==> src/rtl/hit_pkg.sv <==
// Package for the hashed identity tracker: constants, types and the hash step.
package hit_pkg;

  localparam int TABLE_SLOTS = 64;
  localparam int SLOT_W      = (TABLE_SLOTS > 1) ? $clog2(TABLE_SLOTS) : 1;
  localparam int QUEUE_DEPTH = 2;
  localparam int QPTR_W      = (QUEUE_DEPTH > 1) ? $clog2(QUEUE_DEPTH) : 1;
  localparam int QCNT_W      = $clog2(QUEUE_DEPTH + 1);

  localparam logic [31:0] HASH_BASIS = 32'h811c9dc5;
  localparam logic [31:0] HASH_PRIME = 32'h01000193;

  typedef struct packed {
    logic [31:0] hash;
    logic [31:0] seconds;
  } lookup_t;

  typedef struct packed {
    logic [31:0] hash;
    logic [31:0] sessions;
    logic [31:0] first_time;
  } slot_entry_t;

  typedef struct packed {
    logic [31:0] identity_hash;
    logic [5:0]  slot_index;
    logic        is_new;
    logic        evicted;
    logic [31:0] slot_sessions;
    logic [31:0] slot_entry_time;
    logic [6:0]  live_unique;
    logic [31:0] all_time_unique;
    logic [31:0] eviction_total;
  } result_t;

  typedef enum logic [1:0] {
    BK_IDLE,
    BK_SCAN,
    BK_FETCH,
    BK_UPDATE
  } back_state_t;

  function automatic logic [31:0] fnv_step(input logic [31:0] h, input logic [7:0] b);
    logic [31:0] x;
    x = h ^ {24'd0, b};
    return 32'(x * HASH_PRIME);
  endfunction

endpackage

==> src/rtl/hit_queue.sv <==
// Short FIFO of finished hashes between the front end and the table engine.
module hit_queue
  import hit_pkg::*;
(
  input  logic    clk,
  input  logic    rst_n,
  input  logic    push_valid,
  input  lookup_t push_item,
  output logic    push_ready,
  output logic    pop_valid,
  output lookup_t pop_item,
  input  logic    pop
);
  lookup_t             entries_r [QUEUE_DEPTH];
  logic [QPTR_W-1:0]   wr_ptr_r;
  logic [QPTR_W-1:0]   rd_ptr_r;
  logic [QCNT_W-1:0]   count_r;
  logic                do_push;
  logic                do_pop;

  assign push_ready = count_r != QCNT_W'(QUEUE_DEPTH);
  assign pop_valid  = count_r != '0;
  assign pop_item   = entries_r[rd_ptr_r];
  assign do_push    = push_valid && push_ready;
  assign do_pop     = pop && pop_valid;

  always_ff @(posedge clk) begin
    if (do_push) begin
      entries_r[wr_ptr_r] <= push_item;
    end
  end

  always_ff @(posedge clk) begin
    if (!rst_n) begin
      wr_ptr_r <= '0;
      rd_ptr_r <= '0;
      count_r  <= '0;
    end else begin
      if (do_push) begin
        wr_ptr_r <= (wr_ptr_r == QPTR_W'(QUEUE_DEPTH - 1)) ? '0 : wr_ptr_r + 1'b1;
      end
      if (do_pop) begin
        rd_ptr_r <= (rd_ptr_r == QPTR_W'(QUEUE_DEPTH - 1)) ? '0 : rd_ptr_r + 1'b1;
      end
      if (do_push && !do_pop) begin
        count_r <= count_r + 1'b1;
      end else if (do_pop && !do_push) begin
        count_r <= count_r - 1'b1;
      end
    end
  end

endmodule

==> config.mk <==
export PLATFORM = sky130hd
export DESIGN_NAME = hit_queue
export DESIGN_NICKNAME = d
export VERILOG_FILES = /design/src/rtl/hit_pkg.sv /design/src/rtl/hit_queue.sv
export SDC_FILE = /design/constraint.sdc
export NUM_CORES = 1
export LEC_CHECK = 0
export BUFFER_PORTS_ARGS = -buffer_cell sky130_fd_sc_hd__buf_2
export CAP_MARGIN = 40
export CELL_PAD_IN_SITES_DETAIL_PLACEMENT = 1
export CELL_PAD_IN_SITES_GLOBAL_PLACEMENT = 2
export CORE_MARGIN = 10
export CORE_UTILIZATION = 38
export DETAILED_ROUTE_END_ITERATION = 10
export GPL_TIMING_DRIVEN = 0
export PLACE_DENSITY = 0.87
export SETUP_SLACK_MARGIN = 0.5
export SLEW_MARGIN = 20
export SYNTH_ARGS = -nofsm -noshare
export SYNTH_HDL_FRONTEND = slang
export SYNTH_SLANG_ARGS = --single-unit
==> constraint.sdc <==
create_clock -name clk -period 3.1 [get_ports clk]
set_input_delay 0.62 -clock clk [delete_from_list [all_inputs] [get_ports clk]]
set_output_delay 0.62 -clock clk [all_outputs]
set_load 0.02 [all_outputs]
==> impl_metrics.env <==
export IMPL_die_area_sq_um=17700
export IMPL_synth_largest_type_area_fraction=0.791
export IMPL_synth_net_count=292
export IMPL_gr_usage_met1=0.113
export IMPL_worst_r2r_endpoint="entries_r[0][3]$_DFFE_PP_"
export IMPL_global_route_wire_length_before_repair_um=15800
export IMPL_reg2reg_slack_ps=1370
export IMPL_timing_fmax_mhz=425
export IMPL_grt_total_usage=0.118
export IMPL_timing_max_slew_rel_slack=0.708
export IMPL_rows=41
export IMPL_vdd_drop_max_uv=477
export IMPL_max_stage_delay_ps=350
export IMPL_worst_hold_slack_ps=392
export IMPL_clockRootBuffer="sky130_fd_sc_hd__clkbuf_16"
export IMPL_cell_type_with_the_highest_occurrence_count_on_the_critical_path="sky130_fd_sc_hd__buf_2"
export IMPL_cts_reportedPaths_clkPinSlew_ps=50
export IMPL_cts_resized_gates=0
export IMPL_grt_util_met2=0.208
export IMPL_grt_use_met3=0.0609
export IMPL_numCtsBuffers=17
export IMPL_commonest_cells_post_synth="sky130_fd_sc_hd__edfxtp_1 (128), sky130_fd_sc_hd__mux2_2 (64), sky130_fd_sc_hd__buf_4 (6), sky130_fd_sc_hd__dfxtp_1 (5), sky130_fd_sc_hd__and2_1 (4)"
export IMPL_setup_worst_path_end="pop_item[24]"
export IMPL_finalNonFillerCells=562
export IMPL_critical_path_peak_fanout=10
export IMPL_route_detailed_drc=0
export IMPL_final_setup_skew_ps=11.7
export IMPL_synth_async_reset_ratio=0
export IMPL_place_hpwl_um=7170
export IMPL_hold_viol=0
export IMPL_drv_slew=0
export IMPL_cp_required_ps=2480
export IMPL_timing_rr_start="count_r[0]$_SDFFE_PN0P_"
export IMPL_numPlacedInstances=530
export IMPL_worstSkewPairLatency_ps=410
export IMPL_area_growth_synth_to_final_pct=31.2
export IMPL_synth_edf_count=128
export IMPL_antenna_violating_nets_post_route=0
export IMPL_most_used_routing_layer_in_global_routing="met2"
export IMPL_post_synth_cell_area_avg_sq_um=21.8
export IMPL_finalSetupViolations=0
export IMPL_yosysWarnings=0
export IMPL_detailedRoute_firstPassIterationCount=4
export IMPL_insertedDiodeCount=0
export IMPL_synth_top_flop_cell="sky130_fd_sc_hd__edfxtp_1"
export IMPL_cts_hold_fix_buffers=0
export IMPL_cpMaxStageDelayCell="sky130_fd_sc_hd__mux2_2"
export IMPL_synth_cells=223
export IMPL_place_port_buffers=133
export IMPL_final_min_period_over_clock_period=0.759
export IMPL_layout_cell_share_with_drive_strength_beyond_1=0.608
export IMPL_numClockSinks=133
export IMPL_crit_path_cell_chain="buf_2, buf_4, mux2_2, buf_2"
export IMPL_grt_overflow_total=0
export IMPL_drt_wirelength_per_cell_um=18.0
export IMPL_finish_net_count=446
export IMPL_critical_path_class="flip-flop to output port"
export IMPL_antenna_found_initial=0
export IMPL_drtIter0Drc=52
export IMPL_floorplan_initialDensity=0.386
export IMPL_wl_um=10100
export IMPL_largest_net_degree_at_the_start_of_global_routing=38
export IMPL_start_kind="flip-flop"
export IMPL_worst_hold_path_type="input port to flip-flop"
export IMPL_leading_cell_type_by_number_of_instances_after_synthesis="sky130_fd_sc_hd__edfxtp_1"
export IMPL_sequential_area_share_after_synthesis=0.812
export IMPL_die_w_um=133
export IMPL_cell_count_of_the_worst_reg_to_reg_path=4
export IMPL_cts_htree_levels=4
export IMPL_tritoncts="yes"
export IMPL_power_density_cell_area_nw_per_um2=896
export IMPL_final_period_minus_worst_setup_slack_ps=2350
export IMPL_die_h_um=133
export IMPL_worst_slew_pin_slew_ps=438
export IMPL_rsz_0062_raised_after_global_routing="no"
export IMPL_synth_cell_types=20
export IMPL_route_detailed_vias_per_inst=4.57
export IMPL_power_leakage_nw=2.40
export IMPL_critPathCaptureType="output port"
export IMPL_synth_area_sq_um=4860
export IMPL_area_contributors_post_synth="sky130_fd_sc_hd__edfxtp_1 (79%), sky130_fd_sc_hd__mux2_2 (15%), sky130_fd_sc_hd__dfxtp_1 (2.1%)"
export IMPL_first_global_vias=3003
export IMPL_outcome="finished, final reports clean"
export IMPL_postSynthRegisterBits=133
export IMPL_cts_post_setup_buffers_inserted=0
export IMPL_maxCapViolCount=0
export IMPL_worst_endpoint_data_arrival_time_ps=1730
export IMPL_yosys_area_top_type="sky130_fd_sc_hd__edfxtp_1"
export IMPL_cts_max_path_buffers=2
export IMPL_ios=134
export IMPL_design_core_area_sq_um=12600
export IMPL_gp_congestion=0.670
export IMPL_count_of_vias_placed_by_the_detailed_router=2568
## sequential cells by signal, indices dropped and copies added (netlist names), named ones only
name / cells
entries_r: 128
count_r: 2
wr_ptr_r: 1
rd_ptr_r: 1
## kinds of logic (layout without fill, tap and decap cells)
family          count (synthesis)  in the layout  share of synthesized area
flops                         133            133                      0.812
simple gates                    9              9                     0.0134
compound gates                  5              5                    0.00721
xor+xnor                        3              3                    0.00541
buf+inv                         8            175                     0.0111
mux                            64             64                      0.148
fa+ha+maj                       1              1                    0.00258
## worst max-delay path, delay by kind of cell, from the launching register on
family	cells	cell delay, ps
buffers and inverters	3	680
flip-flops	1	300
multiplexers	1	350
## per-layer routing
layer  wire length [um]  vias up  part of all wire
met2               5520       79              0.54
met4                133        0             0.013
met3                812       14             0.080
li1                   -     1189                 -
met1               3680     1286              0.36
met5                  0        -                 0
## cells in the final DEF (no fill, tap or decap)
cell	instances
sky130_fd_sc_hd__nand3b_1	1
sky130_fd_sc_hd__a21boi_1	1
sky130_fd_sc_hd__ha_1	1
sky130_fd_sc_hd__clkbuf_16	17
sky130_fd_sc_hd__o21ai_1	1
sky130_fd_sc_hd__dfxtp_1	5
sky130_fd_sc_hd__and2_1	4
sky130_fd_sc_hd__bufinv_16	2
sky130_fd_sc_hd__clkinv_1	1
sky130_fd_sc_hd__or3_1	1
sky130_fd_sc_hd__buf_4	6
sky130_fd_sc_hd__inv_4	1
sky130_fd_sc_hd__buf_12	2
sky130_fd_sc_hd__nand2b_4	1
sky130_fd_sc_hd__a21bo_2	1
sky130_fd_sc_hd__clkinv_2	2
sky130_fd_sc_hd__o21ai_0	1
sky130_fd_sc_hd__a21boi_0	1
sky130_fd_sc_hd__xor2_1	1
sky130_fd_sc_hd__clkbuf_8	5
sky130_fd_sc_hd__edfxtp_1	128
sky130_fd_sc_hd__and3_4	1
sky130_fd_sc_hd__clkbuf_1	5
sky130_fd_sc_hd__or2_2	1
sky130_fd_sc_hd__xnor2_1	2
sky130_fd_sc_hd__mux2_2	64
sky130_fd_sc_hd__buf_2	134
## report_power, final
group / total [W] / internal (W) / switching [W]
registers: 0.00231 / 0.00225 / 0.0000628
logic: 0.00145 / 0.000598 / 0.000855
clock network: 0.00195 / 0.00128 / 0.000665
## worst min path at each step
stage / from / end / slack [ps] / cells after the start
2_1_floorplan: count_r[1]$_SDFFE_PN0P_ / count_r[1]$_SDFFE_PN0P_ / 510 / 2
5_1_grt: push_item[58] / entries_r[1][58]$_DFFE_PP_ / 370 / 1
3_5_place_dp: count_r[1]$_SDFFE_PN0P_ / count_r[1]$_SDFFE_PN0P_ / 570 / 2
3_3_place_gp: count_r[1]$_SDFFE_PN0P_ / count_r[1]$_SDFFE_PN0P_ / 530 / 2
6_report: push_item[1] / entries_r[1][1]$_DFFE_PP_ / 390 / 1
4_1_cts: push_item[58] / entries_r[1][58]$_DFFE_PP_ / 370 / 1
## metrics by stage
stage / power (W) / setup slack, ps / TNS, ps / utilization / area (sq um)
finish: 0.00571 / 746 / 0 / 0.507 / 6370
global route: 0.00600 / 631 / 0 / 0.507 / 6370
CTS: 0.00582 / 670 / 0 / 0.507 / 6370
detailed placement: 0.00384 / 1110 / 0 / 0.460 / 5790
global placement: 0.00379 / -80.0 / -4850 / 0.457 / 5740
floorplan: 0.00333 / 724 / 0 / - / 4860
## final cells by class
| type | instances | area, sq um |
|---|---|---|
| Fill cell | 1223 | 6200 |
| Multi-Input combinational cell | 82 | 865 |
| Buffer | 7 | 50.0 |
| Sequential cell | 133 | 3940 |
| Clock buffer | 27 | 513 |
| Timing Repair Buffer | 135 | 706 |
| Clock inverter | 5 | 73.8 |
| Inverter | 1 | 6.26 |
| Tap cell | 172 | 215 |
Note: power is estimated with default switching activity, not from simulation.
