**src/rtl/hit_pkg.sv**
```systemverilog
// Package for the hashed identity tracker: constants, types and the hash step.
package hit_pkg;

  localparam int TABLE_SLOTS = 64;
  localparam int SLOT_W      = (TABLE_SLOTS > 1) ? $clog2(TABLE_SLOTS) : 1;
  localparam int QUEUE_DEPTH = 2;
  localparam int QPTR_W      = (QUEUE_DEPTH > 1) ? $clog2(QUEUE_DEPTH) : 1;
  localparam int QCNT_W      = $clog2(QUEUE_DEPTH + 1);

  localparam logic [31:0] HASH_BASIS = 32'h811c9dc5;
  localparam logic [31:0] HASH_PRIME = 32'h01000193;

  typedef struct packed {
    logic [31:0] hash;
    logic [31:0] seconds;
  } lookup_t;

  typedef struct packed {
    logic [31:0] hash;
    logic [31:0] sessions;
    logic [31:0] first_time;
  } slot_entry_t;

  typedef struct packed {
    logic [31:0] identity_hash;
    logic [5:0]  slot_index;
    logic        is_new;
    logic        evicted;
    logic [31:0] slot_sessions;
    logic [31:0] slot_entry_time;
    logic [6:0]  live_unique;
    logic [31:0] all_time_unique;
    logic [31:0] eviction_total;
  } result_t;

  typedef enum logic [1:0] {
    BK_IDLE,
    BK_SCAN,
    BK_FETCH,
    BK_UPDATE
  } back_state_t;

  function automatic logic [31:0] fnv_step(input logic [31:0] h, input logic [7:0] b);
    logic [31:0] x;
    x = h ^ {24'd0, b};
    return 32'(x * HASH_PRIME);
  endfunction

endpackage

```
**src/rtl/hit_front.sv**
```systemverilog
// Front end: folds bytes into the running FNV-1a hash, queues finished lookups.
module hit_front
  import hit_pkg::*;
(
  input  logic        clk,
  input  logic        rst_n,
  input  logic        in_tvalid,
  output logic        in_tready,
  input  logic [7:0]  identity_byte,
  input  logic        last_byte,
  input  logic [31:0] current_seconds,
  output logic        push_valid,
  output lookup_t     push_item,
  input  logic        push_ready
);
  logic [31:0] running_hash_r;
  logic [31:0] hash_nxt;
  logic        accept;

  assign in_tready = push_ready;
  assign accept    = in_tvalid && push_ready;
  assign hash_nxt  = fnv_step(running_hash_r, identity_byte);

  assign push_valid        = accept && last_byte;
  assign push_item.hash    = hash_nxt;
  assign push_item.seconds = current_seconds;

  always_ff @(posedge clk) begin
    if (!rst_n) begin
      running_hash_r <= HASH_BASIS;
    end else if (accept) begin
      running_hash_r <= last_byte ? HASH_BASIS : hash_nxt;
    end
  end

endmodule

```
**config.mk**
```make
export PLATFORM = sky130hd
export DESIGN_NAME = hit_front
export DESIGN_NICKNAME = d
export VERILOG_FILES = /design/src/rtl/hit_pkg.sv /design/src/rtl/hit_front.sv
export SDC_FILE = /design/constraint.sdc
export NUM_CORES = 1
export LEC_CHECK = 0
export BUFFER_PORTS_ARGS = -buffer_cell sky130_fd_sc_hd__buf_4
export CORE_ASPECT_RATIO = 0.8
export CORE_MARGIN = 4
export CORE_UTILIZATION = 35
export DETAILED_ROUTE_END_ITERATION = 16
export GPL_TIMING_DRIVEN = 0
export PLACE_DENSITY = 0.56
export SYNTH_ARGS = -nofsm -noshare
export SYNTH_HDL_FRONTEND = slang
export SYNTH_SLANG_ARGS = --single-unit
```
**constraint.sdc**
```tcl
create_clock -name clk -period 15.6 [get_ports clk]
set_clock_uncertainty 0.1 [all_clocks]
set_input_delay 3.12 -clock clk [delete_from_list [all_inputs] [get_ports clk]]
set_output_delay 3.12 -clock clk [all_outputs]
set_load 0.02 [all_outputs]
```
==> summary.txt, run 1 <==
Floorplanning
  – Horiz. Die Dim: between 150 and 200 um
  – Die area: between 20000 and 25000 um2
  – Starting Density: between 30% and 40%
  – Die H: 137 um
  – Core region area: 20100 um2
  – Row count: 46
  – I/O pin cnt: 111

Critical path
  – Startpoint Class: primary input
  – CP required: about 12 ns
  – Crit path cell chain: buf_4 > xor2_1 > ha_1 > ha_1 > ha_1 > ha_1 > fa_1 > ha_1 > inv_1 > fa_1 > inv_1 > ha_1 > a2111o_1 > o21ai_4 > o41ai_4 > a2111oi_2 > o21bai_1 > xor2_1 > buf_4
  – Crit Path Class: primary input to output pin
  – CP most frequent cell: ha_1
  – Arr. time, crit path: 8.92 ns
  – Worst path bufs/invs: 4
  – Crit-path max cell delay: approximately 0.57 ns
  – Worst-path maximum fanout: 6
  – Crit. End Element: output pin
  – Slowest CP cell: a2111oi_2
  – Family with the most delay on the worst path: adder cells
  – Reg-to-reg setup timing slack: roughly 9.4 ns

Routing
  – DR iter-0 viols: roughly 270
  – Drt wl/cell: ~15 um
  – Antenna-violating nets left: 0
  – Final WL: between 15000 and 20000 um
  – Post-route DRC: 0
  – Via/cell ratio: approximately 4.7
  – Vias: roughly 5400
  – Initial DRT Pass Iterations: 5

Status
  – Status: complete, no violations

Logic synthesis
  – Xor and xnor area share after synthesis: approximately 6.6%
  – Mapped cell area: ~7300 um2
  – Ys flop type: dfxtp_1
  – Mux contribution to synthesized area: 0%
  – Mapped Nets: about 1100
  – Yosys top cell area share: roughly a third
  – Adder and majority gate portion of the synthesized area: a little over half
  – Synth Area in Simple Gates: between 8 and 9%
  – Seq cells post-synth: 32
  – Ys Warns: 0
  – Most numerous cell in the Yosys netlist: ha_1
  – Top post-synthesis cells by count: ha_1, inv_1, fa_1, nand2_1, buf_4
  – Number of distinct library cells after synthesis: a little over 60
  – Largest area contributor in the netlist: ha_1
  – Sequential element share of the synthesized area: under 10%
  – EDFF count, synth: 0
  – Largest family of logic cells by synthesized area: adder cells
  – Synth top area cells: ha_1, fa_1, inv_1, dfxtp_1, buf_4
  – Synth Area in Compound Gates: 10.8%
  – Synth Instances: around 800
  – Syn_area_per_cell: a little over 9 um2
  – Fraction of registers with async set/reset: 0%

Global routing
  – First-pass GRT wire length: 28100 um
  – Initial antenna violation count: 0
  – Grt ovf: 0
  – Largest net degree at the start of global routing: 13
  – Vias in the first global route: roughly 5200
  – Met3 usage: roughly 1.5%
  – Busiest grt layer: met1
  – Grt met1 use: 24.1%
  – Met2 usage: a little under a quarter
  – All-Layer GR Usage: roughly 15%

Clock tree
  – Clk buf depth: 2
  – Clock sink count: 32
  – Num CTS Buffers: 5
  – Clk root buf: clkbuf_16
  – CTS H-Tree Depth: 2
  – CTS tree: built
  – Clock slew at reported path FFs: roughly 0.060 ns
  – Post CTS Setup Buffer Count: 0
  – CTS Hold Buffers Added: 0
  – Post-cts sizing count: 0
  – Worst-Skew Late Latency: 0.28 ns

STA
  – Fin crit share: 77.8%
  – Upper clock frequency limit: 82.4 MHz
  – Hold Fails Final Rpt: 0
  – Headroom to the max-slew limit: between 40% and 50%
  – Slew @ Worst Pin: ~0.8 ns
  – Crit path time final: between 10 and 15 ns
  – Slew Limit Fails: 0
  – Fin Setup TNS: 0 ns
  – Final-report setup violation count: 0
  – RSZ-0062 raised after global routing: no
  – Worst setup margin: between 3 and 4 ns

Job
  – Max Cap Viol: 0

Place
  – GPL Wtd Cong: ~0.77
  – DP Worst Slack: between 3 and 4 ns
  – HPWL Detailed: 15400 um
  – Placed insts: approximately 1100
  – Buffers on Ports: 78

Finish
  – Final #Nets: roughly 1200
  – Max reg flops: 32
  – Proportion of layout cells with a drive suffix above 1: 16.0%
  – Area Growth Syn to Fin: 14.6%
  – Final Non-Filler Cells: about 1100
  – Biggest register: running_hash_r
  – Largest registers: running_hash_r x32
  – ANT cells: 0

Min path
  – Hold WC Path Type: register to register
routing by layer:
layer / share of wire (%) / routed length [um]
met1: 52 / 9120
met2: 43 / 7500
met3: 4.2 / 740
met4: 0.65 / 114
met5: 0 / 0
worst paths after layout:
kind / from / end / depth (start not counted)
worst max-delay path: identity_byte[1] / push_item[57] / 19
worst min-delay path: running_hash_r[1] / running_hash_r[1] / 2
worst max register to register: running_hash_r[2] / running_hash_r[25] / 19
worst min register to register: running_hash_r[1] / running_hash_r[1] / 2
per-stage QoR:
stage / utilization [%] / cell area [um2] / hold slack (ns)
after detailed placement: 40.7 / 8190 / 0.373
after CTS: 41.4 / 8340 / 0.378
after floorplan: - / 7270 / 0.353
after global placement: 40.7 / 8190 / 0.367
final: 41.4 / 8340 / 0.383
after global routing: 41.4 / 8340 / 0.403
layout make-up:
cell class | instances | area (um2)
fillers | 2081 | 11800
multi-input cells | 530 | 5660
inverters | 178 | 668
flip-flops and latches | 32 | 641
repair buffers | 78 | 586
well taps | 264 | 330
plain buffers | 45 | 303
clock buffers | 5 | 125
clock inverters | 3 | 23.8
cell families (layout without fill, tap and decap cells):
group,Yosys count,after routing
and+or+nand+nor,118,118
buffers and inverters,223,309
DFF,32,32
AOI/OAI and AO/OA,99,99
xor gates and xnor gates,55,55
adders and majority gates,258,258
worst register-to-register path: stages (launching register included):
cell and delay [ns]:
dfxtp_1 0.38, xor2_1 0.54, ha_1 0.35, ha_1 0.38, ha_1 0.32, ha_1 0.20
fa_1 0.48, ha_1 0.29, inv_1 0.05, fa_1 0.54, inv_1 0.05, ha_1 0.37
a2111o_1 0.43, o21ai_4 0.22, o41ai_4 0.16, a2111oi_2 0.58, o21bai_1 0.17, xor2_1 0.35
a22oi_1 0.12, nor2b_1 0.12
cell usage in the layout, fill, tap and decap left out, types with 11 or more instances in the layout:
master,count
a21oi_1,19
dfxtp_1,32
nor2_1,18
ha_1,184
xnor2_1,28
a21o_1,11
a22oi_1,11
buf_4,111
xor2_1,27
nand3_1,18
nor2b_1,13
nand2_1,36
inv_1,178
fa_1,74
Power of run 1 is left out: the tool's default activity adds up to more than one toggle a clock period on the data nets, which glitch-free logic cannot reach.
==> run 2: changes to the inputs <==
- PLACE_DENSITY: 0.56 -> 0.57
- clock period: 15.6 -> 11.1 ns (I/O delays scaled with it)
==> summary.txt, run 2 (synthesized netlist as in run 1, its figures left out) <==
Floorplanning
  – Horiz. Die Dim: 169 um (unchanged)
  – Die H: 137 um (unchanged)
  – Core region area: 20100 um2 (unchanged)
  – Row count: 46 (unchanged)
  – Die area: 23200 um2 (unchanged)
  – Starting Density: 36.1% (unchanged)
  – I/O pin cnt: 111 (unchanged)

Critical path
  – Worst-path maximum fanout: 6 (unchanged)
  – Crit path cell chain: buf_4 > xor2_1 > ha_1 > ha_1 > ha_1 > ha_1 > fa_1 > ha_1 > inv_1 > fa_1 > inv_1 > ha_1 > a2111o_1 > o21ai_4 > o41ai_4 > a2111oi_2 > o21bai_1 > xor2_1 > buf_4
  – Startpoint Class: primary input
  – CP most frequent cell: ha_1
  – Family with the most delay on the worst path: adder cells
  – Crit. End Element: output pin
  – Reg2Reg Capture Point: running_hash_r[25]
  – Slowest CP cell: xor2_1
  – Arr. time, crit path: 7.99 ns (-0.93 ns)
  – Crit Path Class: primary input to output pin
  – CP required: 8.78 ns (-3.60 ns)
  – Reg-to-reg setup timing slack: 4.88 ns (-4.48 ns)
  – R2R depth: 19 (unchanged)
  – Crit-path max cell delay: 0.54 ns (-0.03 ns)
  – Worst path bufs/invs: 4 (unchanged)
  – Reg2reg start: running_hash_r[0]

Finish
  – Largest registers: running_hash_r x32
  – Util after Layout: 41.5% (+0.093 points)
  – Area of the multi-input gates: 5660 um2 (unchanged)
  – Number of fill cells: 2046 (-1.7%)
  – Proportion of layout cells with a drive suffix above 1: 16.0% (unchanged)
  – Commonest non-fill, non-tap cell in the layout: ha_1
  – ANT cells: 0 (unchanged)
  – Storage cell area: 641 um2 (unchanged)
  – Most frequent cells in the layout: ha_1, inv_1, buf_4
  – Area Growth Syn to Fin: 14.9%
  – Biggest register: running_hash_r
  – Max reg flops: 32 (unchanged)
  – Final #Nets: 1173 (unchanged)

STA
  – RSZ-0062 raised after global routing: no
  – Slew Limit Fails: 0 (unchanged)
  – Headroom to the max-slew limit: 41.2% (-5.8 points)
  – Slew @ Worst Pin: 0.879 ns (+0.0863 ns)
  – Crit path time final: just over 10 ns
  – Hold Fails Final Rpt: 0 (unchanged)
  – Final-report setup violation count: 0 (unchanged)
  – Fin Setup TNS: 0 ns (unchanged)
  – Fin crit share: 92.9%
  – Upper clock frequency limit: just under 100 MHz

Clock tree
  – Clk buf depth: 2 (unchanged)
  – CTS tree: built
  – Num CTS Buffers: 5 (unchanged)
  – CTS H-Tree Depth: 2 (unchanged)
  – Post CTS Setup Buffer Count: 0 (unchanged)
  – CTS Hold Buffers Added: 0 (unchanged)
  – Worst-Skew Late Latency: 0.27 ns (about the same)
  – Post-cts sizing count: 0 (unchanged)
  – Clock slew at reported path FFs: 0.05 ns (about the same)
  – Clk root buf: clkbuf_16
  – Clock sink count: 32 (unchanged)

Job
  – Max Cap Viol: 0 (unchanged)

Routing
  – Final WL: 17600 um (+0.79%)
  – Initial DRT Pass Iterations: 4 (-1)
  – Antenna-violating nets left: 0 (unchanged)
  – DR iter-0 viols: 237 (-12%)
  – Vias: 5303 (-0.92%)
  – Via/cell ratio: 4.67 (-0.92%)
  – Drt wl/cell: 15.5 um (+0.79%)
  – Post-route DRC: 0 (unchanged)

Global routing
  – Largest net degree at the start of global routing: 12 (-1)
  – First-pass GRT wire length: 28400 um (+1.2%)
  – Vias in the first global route: 5276 (+0.76%)
  – Initial antenna violation count: 0 (unchanged)
  – All-Layer GR Usage: 15.4% (+0.11 points)
  – Grt ovf: 0 (unchanged)

Min path
  – Hold Path Sink: running_hash_r[1]
  – Number of cells on the worst hold path: 2 (unchanged)
  – Hold Path Origin: running_hash_r[1]
  – Hold WC Path Type: register to register

Place
  – HPWL Detailed: 15600 um (+1.3%)
  – Buffers on Ports: 78 (unchanged)
  – GPL Wtd Cong: 0.790 (+2.9%)

Status
  – Status: complete, no violations
[run 2: worst max path at each step]
stage / from / depth (start not counted) / slack, ns / to
2_1_floorplan: identity_byte[0] / 18 / 1.58 / push_item[63]
3_3_place_gp: identity_byte[1] / 21 / 0.74 / push_item[63]
3_5_place_dp: identity_byte[1] / 21 / 0.74 / push_item[63]
4_1_cts: identity_byte[1] / 21 / 0.71 / push_item[63]
5_1_grt: identity_byte[1] / 21 / 0.46 / push_item[63]
6_report: identity_byte[1] / 19 / 0.79 / push_item[57]
[run 2: final cells by class]
class | count | area share (%)
Timing Repair Buffer | 78 | 7.01
Clock inverter | 3 | 0.509
Sequential cell | 32 | 7.67
Inverter | 178 | 8.00
Clock buffer | 5 | 1.50
Buffer | 45 | 3.62
Tap cell | 264 | 3.95
Multi-Input combinational cell | 530 | 67.7
[run 2: layer usage]
| layer | global-route usage (%) | part of all wire [%] | vias to the layer above |
|---|---|---|---|
| li1 | - | - | 2708 |
| met1 | 23.7 | 51 | 2497 |
| met2 | 23.9 | 44 | 88 |
| met3 | 1.53 | 4.2 | 10 |
| met4 | 2.01 | 0.74 | 0 |
| met5 | 0 | 0 | - |
[run 2: stage by stage]
| step | instance area [um2] | std cells | setup slack, ns | hold slack [ns] |
|---|---|---|---|---|
| final | 8360 | 1135 | 0.789 | 0.376 |
| after global routing | 8360 | 1135 | 0.458 | 0.425 |
| after CTS | 8360 | 1135 | 0.708 | 0.382 |
| after detailed placement | 8190 | 1127 | 0.741 | 0.375 |
| after global placement | 8190 | 1127 | 0.744 | 0.367 |
| after floorplan | 7270 | 785 | 1.58 | 0.353 |
[run 2: tightest hold or removal path, delay by kind of cell, from the launching register on]
| kind | cells | cell delay [ns] |
|---|---|---|
| AO/OA/AOI/OAI | 1 | 0.06 |
| flip-flops | 1 | 0.31 |
| AND/OR/NAND/NOR | 1 | 0.05 |
Power of run 2 is left out for the same reason.
